==> src/design/rrqb_pkg.sv <==
// ----------------------------------------------------------------------------
// rrqb_pkg: shared types and codes of the ready queue
// Request codes, status codes and the packed item structs of both channels.
// ----------------------------------------------------------------------------
package rrqb_pkg;

  typedef enum logic [1:0] {
    REQ_PUSH_LAST  = 2'd0,
    REQ_PUSH_FIRST = 2'd1,
    REQ_POP_HEAD   = 2'd2,
    REQ_REMOVE     = 2'd3
  } req_e;

  localparam logic STATUS_DONE   = 1'b0;
  localparam logic STATUS_REJECT = 1'b1;

  typedef struct packed {
    req_e       req_type;
    logic [4:0] task_id;
    logic [5:0] priority_req;
  } in_item_t;

  typedef struct packed {
    logic       status;
    logic       level_nonempty;
    logic [4:0] level_head;
    logic [7:0] group_word;
    logic [7:0] cluster_word;
  } out_item_t;

endpackage

==> src/design/rrqb_ram.sv <==
// ----------------------------------------------------------------------------
// rrqb_ram: simple dual-port table
// One write port with a write enable per half of the word, one read port with
// a registered read data output.
// ----------------------------------------------------------------------------
module rrqb_ram #(
  parameter int unsigned DEPTH = 32,
  parameter int unsigned WIDTH = 12,
  parameter int unsigned AW    = 5
) (
  input  logic             clk_i,
  input  logic [1:0]       we_i,
  input  logic [AW-1:0]    waddr_i,
  input  logic [WIDTH-1:0] wdata_i,
  input  logic             re_i,
  input  logic [AW-1:0]    raddr_i,
  output logic [WIDTH-1:0] rdata_o
);

  localparam int unsigned HW = WIDTH / 2;

  logic [WIDTH-1:0] mem_q [DEPTH];
  logic [WIDTH-1:0] rdata_q;

  // write the upper and lower halves independently
  always_ff @(posedge clk_i) begin
    if (we_i[1]) begin
      mem_q[waddr_i][WIDTH-1:HW] <= wdata_i[WIDTH-1:HW];
    end
    if (we_i[0]) begin
      mem_q[waddr_i][HW-1:0] <= wdata_i[HW-1:0];
    end
  end

  // hold read data until the next read
  always_ff @(posedge clk_i) begin
    if (re_i) begin
      rdata_q <= mem_q[raddr_i];
    end
  end

  assign rdata_o = rdata_q;

endmodule

==> src/design/rtos_ready_queue_bitmap.sv <==
// ----------------------------------------------------------------------------
// rtos_ready_queue_bitmap: priority ready queue with a two-level bitmap
// One doubly linked list of task ids per priority level, held in a head/tail
// table per level and a next/previous link table per task, plus ready bits
// per level from which the group and cluster words are formed.
// ----------------------------------------------------------------------------
//
//  channel | signals                              | item
//  --------+--------------------------------------+---------------------------
//  in      | in_valid_i / in_ready_o / in_item_i  | request (type, task, level)
//  out     | out_valid_o / out_ready_i / out_item_o | result of one request
//
//  Sequence: one item at a time. A push or remove steps through WR_A and
//  WR_B, a pop through FETCH, WR_A and WR_B, and the result is registered
//  at the end of WR_B: the tables answer in the cycle after the read, a pop
//  reads the old head's next link once more in FETCH, and WR_B stitches the
//  neighbouring link entry through the single link write port. The next
//  item is taken in IDLE, once WR_B has handed its result on.
//  Reset: control state and the per-level ready and row valid bits clear at
//  once; a head/tail row never written reads as empty, so no clearing pass.
//  Stalls: a finished result waits in the output register while the next
//  item is taken in; the final write cycle holds until that register is free.
//
module rtos_ready_queue_bitmap #(
  parameter int unsigned NUM_LEVELS       = 64,
  parameter int unsigned NUM_TASKS        = 32,
  parameter int unsigned LEVELS_PER_GROUP = 8
) (
  input  logic                 clk_i,
  input  logic                 rst_ni,
  input  logic                 in_valid_i,
  output logic                 in_ready_o,
  input  rrqb_pkg::in_item_t   in_item_i,
  output logic                 out_valid_o,
  input  logic                 out_ready_i,
  output rrqb_pkg::out_item_t  out_item_o
);

  localparam int unsigned TW = $clog2(NUM_TASKS);   // task id bits
  localparam int unsigned EW = TW + 1;              // entry: empty flag + id
  localparam int unsigned LW = $clog2(NUM_LEVELS);
  localparam int unsigned NG = (NUM_LEVELS + LEVELS_PER_GROUP - 1) / LEVELS_PER_GROUP;
  localparam int unsigned GW = (NG > 1) ? $clog2(NG) : 1;
  localparam logic [EW-1:0] EMPTY_ENT = {1'b1, {TW{1'b0}}};

  typedef enum logic [3:0] {
    ST_IDLE  = 4'b0001,
    ST_FETCH = 4'b0010,
    ST_WR_A  = 4'b0100,
    ST_WR_B  = 4'b1000
  } state_e;

  state_e state_q, state_d;

  // request registers
  rrqb_pkg::req_e req_q;
  logic [TW-1:0]  ti_q;
  logic [LW-1:0]  lvl_q;
  logic           row_ok_q;

  logic [NUM_LEVELS-1:0] level_ready_q, level_ready_d;
  logic [NUM_LEVELS-1:0] row_valid_q, row_valid_d;

  logic                 out_valid_q, out_valid_d;
  rrqb_pkg::out_item_t  out_item_q, out_item_d;

  logic          accept;
  logic [TW-1:0] ti_in;
  logic [LW-1:0] lvl_in;

  // constant lookup tables: wrap ids and levels, find a level's group
  function automatic logic [TW-1:0] wrap_task(logic [4:0] id);
    logic [TW-1:0] r;
    r = '0;
    for (int i = 0; i < 32; i++) begin
      if (id == 5'(i)) begin
        r = TW'(i % NUM_TASKS);
      end
    end
    return r;
  endfunction

  function automatic logic [LW-1:0] wrap_level(logic [5:0] prio);
    logic [LW-1:0] r;
    r = '0;
    for (int i = 0; i < 64; i++) begin
      if (prio == 6'(i)) begin
        r = LW'(i % NUM_LEVELS);
      end
    end
    return r;
  endfunction

  function automatic logic [GW-1:0] group_of(logic [LW-1:0] lvl);
    logic [GW-1:0] g;
    g = '0;
    for (int i = 0; i < NUM_LEVELS; i++) begin
      if (lvl == LW'(i)) begin
        g = GW'(i / LEVELS_PER_GROUP);
      end
    end
    return g;
  endfunction

  assign in_ready_o = (state_q == ST_IDLE);
  assign accept     = in_valid_i && in_ready_o;
  // out-of-range ids and levels wrap
  assign ti_in  = wrap_task(in_item_i.task_id);
  assign lvl_in = wrap_level(in_item_i.priority_req);

  // --------------------------------------------------------------------------
  // Tables
  // --------------------------------------------------------------------------
  logic [2*EW-1:0] row_rdata, row_wdata;
  logic            row_we;
  logic [2*EW-1:0] link_rdata, link_wdata;
  logic [1:0]      link_we;
  logic            link_re;
  logic [TW-1:0]   link_raddr, link_waddr;
  logic [EW-1:0]   next_rdata, prev_rdata;

  rrqb_ram #(
    .DEPTH (NUM_LEVELS),
    .WIDTH (2*EW),
    .AW    (LW)
  ) u_row_ram (
    .clk_i   (clk_i),
    .we_i    ({row_we, row_we}),
    .waddr_i (lvl_q),
    .wdata_i (row_wdata),
    .re_i    (accept),
    .raddr_i (lvl_in),
    .rdata_o (row_rdata)
  );

  // link entry: next link in the upper half, previous link in the lower
  rrqb_ram #(
    .DEPTH (NUM_TASKS),
    .WIDTH (2*EW),
    .AW    (TW)
  ) u_link_ram (
    .clk_i   (clk_i),
    .we_i    (link_we),
    .waddr_i (link_waddr),
    .wdata_i (link_wdata),
    .re_i    (link_re),
    .raddr_i (link_raddr),
    .rdata_o (link_rdata)
  );

  assign next_rdata = link_rdata[2*EW-1:EW];
  assign prev_rdata = link_rdata[EW-1:0];

  // --------------------------------------------------------------------------
  // Decode what was read
  // --------------------------------------------------------------------------
  logic [EW-1:0] hd, tl, t_ent, new_hd, new_tl;
  logic is_push, front, is_pop, is_rem;
  logic h_emp, pop_go, pop_last, head_hit, tail_hit;

  // a row never written reads as an empty level
  assign hd    = row_ok_q ? row_rdata[2*EW-1:EW] : EMPTY_ENT;
  assign tl    = row_ok_q ? row_rdata[EW-1:0]    : EMPTY_ENT;
  assign t_ent = {1'b0, ti_q};

  assign is_push  = (req_q == rrqb_pkg::REQ_PUSH_LAST) || (req_q == rrqb_pkg::REQ_PUSH_FIRST);
  assign front    = (req_q == rrqb_pkg::REQ_PUSH_FIRST);
  assign is_pop   = (req_q == rrqb_pkg::REQ_POP_HEAD);
  assign is_rem   = (req_q == rrqb_pkg::REQ_REMOVE);
  assign h_emp    = hd[TW];
  // for pop the next link read is that of the old head, otherwise of the task
  assign pop_go   = is_pop && !h_emp;
  assign pop_last = pop_go && next_rdata[TW];
  assign head_hit = !h_emp && (hd[TW-1:0] == ti_q);
  assign tail_hit = !tl[TW] && (tl[TW-1:0] == ti_q);

  always_comb begin
    new_hd = hd;
    new_tl = tl;
    if (is_push) begin
      if (h_emp) begin
        new_hd = t_ent;
        new_tl = t_ent;
      end else if (front) begin
        new_hd = t_ent;
      end else begin
        new_tl = t_ent;
      end
    end else if (is_pop) begin
      if (pop_last) begin
        new_hd = EMPTY_ENT;
        new_tl = EMPTY_ENT;
      end else if (pop_go) begin
        new_hd = next_rdata;
      end
    end else begin
      if (head_hit) begin
        new_hd = next_rdata;
      end
      if (tail_hit) begin
        new_tl = prev_rdata;
      end
    end
  end

  // --------------------------------------------------------------------------
  // Link writes: slot A in ST_WR_A, slot B in ST_WR_B; each
  // slot writes one entry, with a lane enable per half
  // --------------------------------------------------------------------------
  logic          pa_en, na_en, pb_en, nb_en;
  logic [TW-1:0] a_addr, b_addr;
  logic [EW-1:0] pa_data, na_data, nb_data;

  always_comb begin
    pa_en   = 1'b0;
    na_en   = 1'b0;
    a_addr  = ti_q;
    pa_data = EMPTY_ENT;
    na_data = EMPTY_ENT;
    pb_en   = 1'b0;
    nb_en   = 1'b0;
    b_addr  = ti_q;
    nb_data = t_ent;
    if (is_push) begin
      pa_en   = 1'b1;
      pa_data = (h_emp || front) ? EMPTY_ENT : tl;
      na_en   = 1'b1;
      na_data = (!h_emp && front) ? hd : EMPTY_ENT;
      // stitch the old head (push first) or old tail (push last)
      pb_en   = !h_emp && front;
      nb_en   = !h_emp && !front && !tl[TW];
      b_addr  = front ? hd[TW-1:0] : tl[TW-1:0];
    end else if (is_pop) begin
      // the new head loses its previous link
      pa_en   = pop_go && !next_rdata[TW];
      a_addr  = next_rdata[TW-1:0];
    end else if (is_rem) begin
      pa_en   = !next_rdata[TW];
      a_addr  = next_rdata[TW-1:0];
      pa_data = prev_rdata;
      nb_en   = !prev_rdata[TW];
      b_addr  = prev_rdata[TW-1:0];
      nb_data = next_rdata;
    end
  end

  always_comb begin
    link_we = 2'b00;
    if (state_q == ST_WR_A) begin
      link_we = {na_en, pa_en};
    end else if (state_q == ST_WR_B) begin
      link_we = {nb_en, pb_en};
    end
  end

  assign link_waddr = (state_q == ST_WR_B) ? b_addr : a_addr;
  assign link_wdata = (state_q == ST_WR_B) ? {nb_data, t_ent} : {na_data, pa_data};

  // the pop reads the old head's next link in FETCH, once the row has arrived
  assign link_re    = accept || (state_q == ST_FETCH);
  assign link_raddr = (state_q == ST_FETCH) ? hd[TW-1:0] : ti_in;

  assign row_we    = (state_q == ST_WR_A);
  assign row_wdata = {new_hd, new_tl};

  // --------------------------------------------------------------------------
  // Ready bitmap
  // --------------------------------------------------------------------------
  logic ready_set, ready_clr;

  assign ready_set = is_push && h_emp;
  assign ready_clr = pop_last || (is_rem && new_hd[TW]);

  always_comb begin
    level_ready_d = level_ready_q;
    row_valid_d   = row_valid_q;
    if (state_q == ST_WR_A) begin
      row_valid_d[lvl_q] = 1'b1;
      if (ready_set) begin
        level_ready_d[lvl_q] = 1'b1;
      end else if (ready_clr) begin
        level_ready_d[lvl_q] = 1'b0;
      end
    end
  end

  logic [LEVELS_PER_GROUP-1:0] grp_words [NG];
  logic [NG-1:0]               cluster;
  logic [GW-1:0]               grp_sel;

  for (genvar g = 0; g < NG; g++) begin : g_grp
    for (genvar b = 0; b < LEVELS_PER_GROUP; b++) begin : g_bit
      if (g * LEVELS_PER_GROUP + b < NUM_LEVELS) begin : g_real
        assign grp_words[g][b] = level_ready_q[g * LEVELS_PER_GROUP + b];
      end else begin : g_pad
        assign grp_words[g][b] = 1'b0;
      end
    end
    assign cluster[g] = |grp_words[g];
  end

  assign grp_sel = group_of(lvl_q);

  // --------------------------------------------------------------------------
  // Result
  // --------------------------------------------------------------------------
  logic out_free;

  assign out_free = !out_valid_q || out_ready_i;

  always_comb begin
    out_item_d.status         = (is_pop && h_emp) ? rrqb_pkg::STATUS_REJECT
                                                  : rrqb_pkg::STATUS_DONE;
    out_item_d.level_nonempty = !new_hd[TW];
    out_item_d.level_head     = new_hd[TW] ? 5'd0 : 5'(new_hd[TW-1:0]);
    out_item_d.group_word     = 8'(grp_words[grp_sel]);
    out_item_d.cluster_word   = 8'(cluster);
  end

  always_comb begin
    out_valid_d = out_valid_q && !out_ready_i;
    if ((state_q == ST_WR_B) && out_free) begin
      out_valid_d = 1'b1;
    end
  end

  // --------------------------------------------------------------------------
  // Sequencer
  // --------------------------------------------------------------------------
  always_comb begin
    state_d = state_q;
    case (state_q)
      ST_IDLE: begin
        if (accept) begin
          state_d = (in_item_i.req_type == rrqb_pkg::REQ_POP_HEAD) ? ST_FETCH : ST_WR_A;
        end
      end
      ST_FETCH: begin
        state_d = ST_WR_A;
      end
      ST_WR_A: begin
        state_d = ST_WR_B;
      end
      ST_WR_B: begin
        if (out_free) begin
          state_d = ST_IDLE;
        end
      end
      default: begin
        state_d = ST_IDLE;
      end
    endcase
  end

  always_ff @(posedge clk_i or negedge rst_ni) begin
    if (!rst_ni) begin
      state_q       <= ST_IDLE;
      out_valid_q   <= 1'b0;
      level_ready_q <= '0;
      row_valid_q   <= '0;
    end else begin
      state_q       <= state_d;
      out_valid_q   <= out_valid_d;
      level_ready_q <= level_ready_d;
      row_valid_q   <= row_valid_d;
    end
  end

  always_ff @(posedge clk_i) begin
    if (accept) begin
      req_q    <= in_item_i.req_type;
      ti_q     <= ti_in;
      lvl_q    <= lvl_in;
      row_ok_q <= row_valid_q[lvl_in];
    end
    if ((state_q == ST_WR_B) && out_free) begin
      out_item_q <= out_item_d;
    end
  end

  assign out_valid_o = out_valid_q;
  assign out_item_o  = out_item_q;

endmodule

==> config.mk <==
export PLATFORM = sky130hd
export DESIGN_NAME = rtos_ready_queue_bitmap
export DESIGN_NICKNAME = d
export VERILOG_FILES = /design/src/design/rrqb_pkg.sv /design/src/design/rrqb_ram.sv /design/src/design/rtos_ready_queue_bitmap.sv
export SDC_FILE = /design/constraint.sdc
export NUM_CORES = 2
export LEC_CHECK = 0
export BUFFER_PORTS_ARGS = -buffer_cell sky130_fd_sc_hd__buf_2
export CAP_MARGIN = 20
export CORE_ASPECT_RATIO = 1.75
export CORE_UTILIZATION = 48
export DETAILED_ROUTE_END_ITERATION = 10
export GPL_TIMING_DRIVEN = 0
export PLACE_DENSITY = 0.69
export SYNTH_ARGS = -nofsm -noshare
export SYNTH_HDL_FRONTEND = slang
export SYNTH_SLANG_ARGS = --single-unit
==> constraint.sdc <==
create_clock -name clk_i -period 5.3 [get_ports clk_i]
set_input_delay 0.53 -clock clk_i [delete_from_list [all_inputs] [get_ports clk_i]]
set_output_delay 0.53 -clock clk_i [all_outputs]
set_load 0.05 [all_outputs]
### Yosys cells after proc, flatten, opt, wreduce, memory -nomap -nowiden

Memory sizes are Yosys's and may differ from the RTL's. A register that Yosys moved wholly into a read port is not among the register bits.
Index checks and enable logic that the tools add are counted.

* add/subtract/negate cells: 0
* multiply operators: 0
* divide/modulo/power cells: 0
* $lt $le $gt $ge: 4
* eq/ne operators: 162
* shift-type cells: 0
* muxes and demuxes: 215
* bitwise logic cells: 5
* reductions and logical operators: 40

Operators with widths (count)
* $mux 6: 84
* $eq 6x6->1 const B: 64
* $mux 5: 41
* $eq 6x5->1 const B: 32
* $mux 3: 56
* $mux 64: 2
* $or 64x64->64: 2
* $eq 6x4->1 const B: 16
* $eq 5x5->1 const B: 16
* $and 64x64->64: 1
* $not 64->64: 1
* $reduce_or 8->1: 8
* $eq 5x4->1 const B: 8
* $bmux 8 s3: 1
* $eq 6x3->1 const B: 4
* $mux 1: 21
* $eq 5x3->1 const B: 4
* $mux 8: 2
* $pmux 4 s4: 1
* $logic_and 1x1->1: 15
* $lt 6x7->1 const B: 2
* $eq 6x2->1 const B: 2
* $mux 12: 1
* $eq 5x2->1 const B: 2
* other kinds (23): 40

* register bits: 170
* latch bits: 0
* bits in writable memories: 1152
* memory bits (read-only): 0
* output and inout port bits: 25
* logic and storage cells: 441
* memories kept: 2

Memory list
* u_row_ram.mem_q: words 64, width 12, read ports 1, clocked after memory_dff 1, wr ports 1, line rrqb_ram.sv:22 `logic [WIDTH-1:0] mem_q [DEPTH];`
* u_link_ram.mem_q: words 32, width 12, read ports 1, clocked after memory_dff 1, wr ports 1, line rrqb_ram.sv:22

### Depth between registers and ports, before layout

* word-level depth: 66
* mapped depth: 11
* depth with buffers taken out: 8

### By module

Synthesis repeated with hierarchy kept, for this count alone.

* cell total of the unflattened synthesis: 3221
* area, all modules: 55064.1 µm²

Modules (own cells, without submodules)
* rrqb_ram (u_row_ram): times used 1, cells an instance 1451, area each 30500.5 µm²
* rrqb_ram (u_link_ram): times used 1, cells an instance 913, area each 15770.1 µm²
* rtos_ready_queue_bitmap: times used 1, cells an instance 857, area each 8793.4 µm²

### Worst setup path after synthesis

OpenSTA, ideal clock, no wires.

* path kind: flip-flop to flip-flop
* from: register row_ok_q
* to: memory u_row_ram.mem_q[0][6], data pin
* library setup time: 0.708 ns
* arrival time: 4.104 ns
* setup slack: 0.488 ns
* stages on the path, launching flop included: 8
* clock period less this slack: 4.812 ns
* cells stage by stage: edfxtp_1 -> buf_2 -> clkbuf_1 -> nand4_1 -> a32oi_1 -> nand3_1 -> mux2i_1 -> o21ai_0

* cells in the longest elaborated chain, start to end: 7

RTL lines
* start: declaration: line rtos_ready_queue_bitmap.sv:59 `logic row_ok_q;`
* start signal: assignment: line rtos_ready_queue_bitmap.sv:374 `row_ok_q <= row_valid_q[lvl_in];`
* $mux 6 *: line rtos_ready_queue_bitmap.sv:162 `assign hd = row_ok_q ? row_rdata[2*EW-1:EW] : EMPTY_ENT;`
* parallel branches: the longest is 5 deep, another holds $mux 6
* $mux 6 *: line rtos_ready_queue_bitmap.sv:180 `if (is_push) begin`
* via new_hd[0]: line rtos_ready_queue_bitmap.sv:157 `logic [EW-1:0] hd, tl, t_ent, new_hd, new_tl;`
* end: declaration: line rrqb_ram.sv:22

Mark *: on every way through the listed nets, which the timed path passes.

### Worst setup path in the final report

* from: register state_q[3]
* to: register u_link_ram.rdata_q[0] (netlist: u_link_ram.rdata_o[0]) (read register of u_link_ram.mem_q), data pin

* cells in the longest elaborated chain, start to end: 3

RTL lines
* start: declaration: line rtos_ready_queue_bitmap.sv:53 `state_e state_q, state_d;`
* start signal: assignment: line rtos_ready_queue_bitmap.sv:362 `state_q <= state_d;`
* $eq 4x1->1: line rtos_ready_queue_bitmap.sv:105 `assign in_ready_o = (state_q == ST_IDLE);`
* $logic_and 1x1->1: line rtos_ready_queue_bitmap.sv:106 `assign accept = in_valid_i && in_ready_o;`
* $logic_or 1x1->1: line rtos_ready_queue_bitmap.sv:260 `assign link_re = accept || (state_q == ST_FETCH);`
* end: declaration: line rrqb_ram.sv:23 `logic [WIDTH-1:0] rdata_q;`

Parallel ways exist; a longest one is shown, timed or not.
A chain may end at the register's enable or synchronous reset.

==> metrics.md <==
| Metric | Value |
|---|---|
| PnR Total Power | 0.0250 W |
| CTS Buffer Depth | 3 |
| Synth area leaders | edfxtp_1, mux4_2, dfrtp_1, mux2i_1, mux2_2 |
| Synthesized area per cell | 18.7 sq um |
| Placed Cells | 4443 |
| Worst skew pair latency | 0.75 ns |
| Crit path launch | state_q[3] |
| Final Hold Viols | 0 |
| Met3 wire length | 7770 um |
| WL met2 | 77500 um |
| Fin Setup TNS | 0 ns |
| DIE AREA | 114000 sq um |
| Number of diodes | 0 |
| Clock-pin slew on the worst setup and hold paths | 0.07 ns |
| Tot GR Track Use | 0.256 |
| Reg power frac | 0.516 |
| Peak Freq | 230 MHz |
| Postcts setup bufs | 0 |
| WP data arrival | 4.82 ns |
| Slew Limit Headroom | 0.205 |
| CTS sink cnt | 1346 |
| CP Capture Type | flop |
| Area growth syn-to-layout | 12.5% |
| Top Ports | 42 |
| Yosys cell types | 63 |
| Min-Delay Path Class | in2reg |
| Fin crit period | 4.35 ns |
| Core box area | 111000 sq um |
| Vias/cell | 6.08 |
| Hold Crit Start | in_valid_i |
| Row cnt | 162 |
| Period utilization | 0.820 |
| Leak | 20.7 nW |
| Fin cells | 4662 |
| Share of cells above drive strength 1 | 0.223 |
| Initial antenna violation count | 1 |
| Max-Cap Viols | 0 |
| Pwr/cell area | 411 nW/um^2 |
| Req. time, crit path | 5.77 ns |
| Largest area contributor in the netlist | edfxtp_1 |
| Buffers added on ports | 37 |
| Largest net degree at the start of global routing | 91 |
| WL final | 144000 um |
| Via count | 28361 |
| Routed len/inst | 30.9 um |
| Post-synth top area share | 0.675 |
| Synth async-reset ratio | 0.0988 |
| Status | finished, final reports clean |
| Seq/Total Area, Yosys | 0.736 |
| Sw power | 0.00659 W |
| Pre-antenna DRT Iters | 8 |
| Residual DRC | 0 |
| Ys flop type | edfxtp_1 |
| Synth warnings | 0 |
| Mapped Cells | 2885 |
| Die height | 446 um |
| WHS | 0.0988 ns |
| CTS tree | done |
| Final Slew Violations | 0 |
| Top Metal Used | met5 |
| FF+latch count, synth | 1346 |
| Max Fanout on Critical Path | 10 |
| Fin nets | 3106 |
| Gpl congestion | 1.01 |
| Vias in the first global route | 29817 |
| Clk root buf | clkbuf_16 |
| Initial core utilization | 0.484 |
| Place WS | 0.906 ns |
| Worst Max-Slew Pin Slew | 1.19 ns |
| Cell Area, Synth | 54000 sq um |
| Critical path type | reg2reg |
| Reg-to-Reg Start | state_q[3] |
| RSZ-0062 raised after global routing | no |
| Synthesized Nets | 2902 |
| Dpl hpwl | 105000 um |
| Drt first-iter violations | 2574 |
| H-tree levels | 3 |
| Worst setup margin | 0.953 ns |
| Cell Int Power | 0.0184 W |
| Sw Ratio | 0.264 |
| Worst setup SP type | flop |
| Post-synth EDFFs | 1213 |
| Share of total power in the clock network | 0.342 |
| Global-route wire length before repair | 207000 um |
| Grt total ovfl | 0 |
| Clk_skew | 0.0551 ns |
| Met1 WL | 47800 um |
| Final setup viols | 0 |
| VDD IR max | 0.000271 V |
| Die W | 255 um |
| Combinational share of power | 0.142 |
| TritonCTS buffer count | 114 |
| Antenna Violating Nets Remaining | 0 |
==> cell usage after synthesis (all sizes together) (15+ instances only) <==
library cell and instances:
a21oi 18, mux2 105, dfrtp 132, nor4 17, and2 17, nand2b 77, mux2i 121, o21ai 145
nand3 15, a22oi 30, nand2 126, edfxtp 1213, clkbuf 113, nor2 127, a221o 26, inv 70
a221oi 40, o22ai 62, mux4 277, buf 65
==> cells in the final DEF (no fill, tap or decap), drive strengths merged, types with 77 or more instances in the layout <==
master     n
edfxtp  1213
mux4     277
clkbuf   258
buf      150
o21ai    145
dfrtp    132
nor2     127
nand2    126
mux2i    121
mux2     105
inv       81
nand2b    77
==> kinds of logic (layout without fill, tap and decap cells) <==
| kind of cell | Yosys count | after routing | synth area share |
|---|---|---|---|
| and+or+nand+nor | 417 | 417 | 0.0366 |
| buffers and inverters | 248 | 549 | 0.0200 |
| AOI/OAI and AO/OA | 364 | 364 | 0.0455 |
| muxes | 503 | 503 | 0.160 |
| xor gates and xnor gates | 7 | 7 | 0.00114 |
| DFF | 1346 | 1346 | 0.736 |
==> sequential cells by signal, indices dropped and copies added, names as in the netlist, 2 cells and up, named ones only <==
| register | count |
|---|---|
| u_row_ram.mem_q | 768 |
| u_link_ram.mem_q | 384 |
| row_valid_q | 64 |
| out_item_o | 23 |
| u_link_ram.rdata_o | 12 |
| u_row_ram.rdata_o | 12 |
| lvl_q | 6 |
| ti_q | 5 |
| state_q | 4 |
| req_q | 2 |
==> routing by layer <==
metal,up-vias,GRT usage
li1,12000,-
met1,14780,0.276
met2,1185,0.470
met3,394,0.0290
met4,2,0.178
met5,-,0
==> worst max-delay path: stages (launching register included) <==
cell	delay [ns]
dfrtp_1	0.44
or4b_4	0.56
buf_6	0.17
mux2i_4	0.21
nand2_1	0.16
clkbuf_1	0.51
clkbuf_1	0.58
o22ai_1	0.21
a221oi_1	0.50
o22ai_1	0.31
a221oi_2	0.39
==> stage by stage <==
step	util	instance area, sq um
2_1_floorplan	-	54000
3_3_place_gp	0.502	56000
3_5_place_dp	0.510	56900
4_1_cts	0.544	60700
5_1_grt	0.545	60700
6_report	0.545	60700
==> path summary, 6_finish.rpt <==
path	end	slack [ns]	depth (start not counted)
hold reg to reg	row_valid_q[50]	0.46	1
max in group asynchronous	state_q[0]	4.19	3
hold / removal	state_q[2]	0.1	3
setup / recovery	u_link_ram.rdata_o[0]	0.95	10
min in group asynchronous	row_valid_q[58]	0.27	2
setup reg to reg	u_link_ram.rdata_o[0]	0.95	10
==> area by class of cell <==
cell class / count / area [sq um]
clock buffers: 145 / 3060
multi-input cells: 1291 / 13300
inverters: 70 / 263
well taps: 1476 / 1850
repair buffers: 88 / 992
flip-flops and latches: 1346 / 39800
fillers: 8665 / 50800
plain buffers: 178 / 818
clock inverters: 68 / 723
==> power groups by stage <==
stage | registers (W) | clock network, W | logic, W
floorplan | 0.0131 | 0 | 0.00185
global placement | 0.0133 | 0 | 0.00309
detailed placement | 0.0131 | 0 | 0.00352
CTS | 0.0129 | 0.00864 | 0.00353
global route | 0.0129 | 0.00898 | 0.00371
finish | 0.0129 | 0.00854 | 0.00354
==> what timing repair did <==
action	4_1_cts	5_1_grt
gates resized for setup	0	0
endpoints found under the hold margin	45	0
hold buffers	3	0
setup endpoints to repair	0	0
Note: power is estimated with default switching activity, not from simulation.
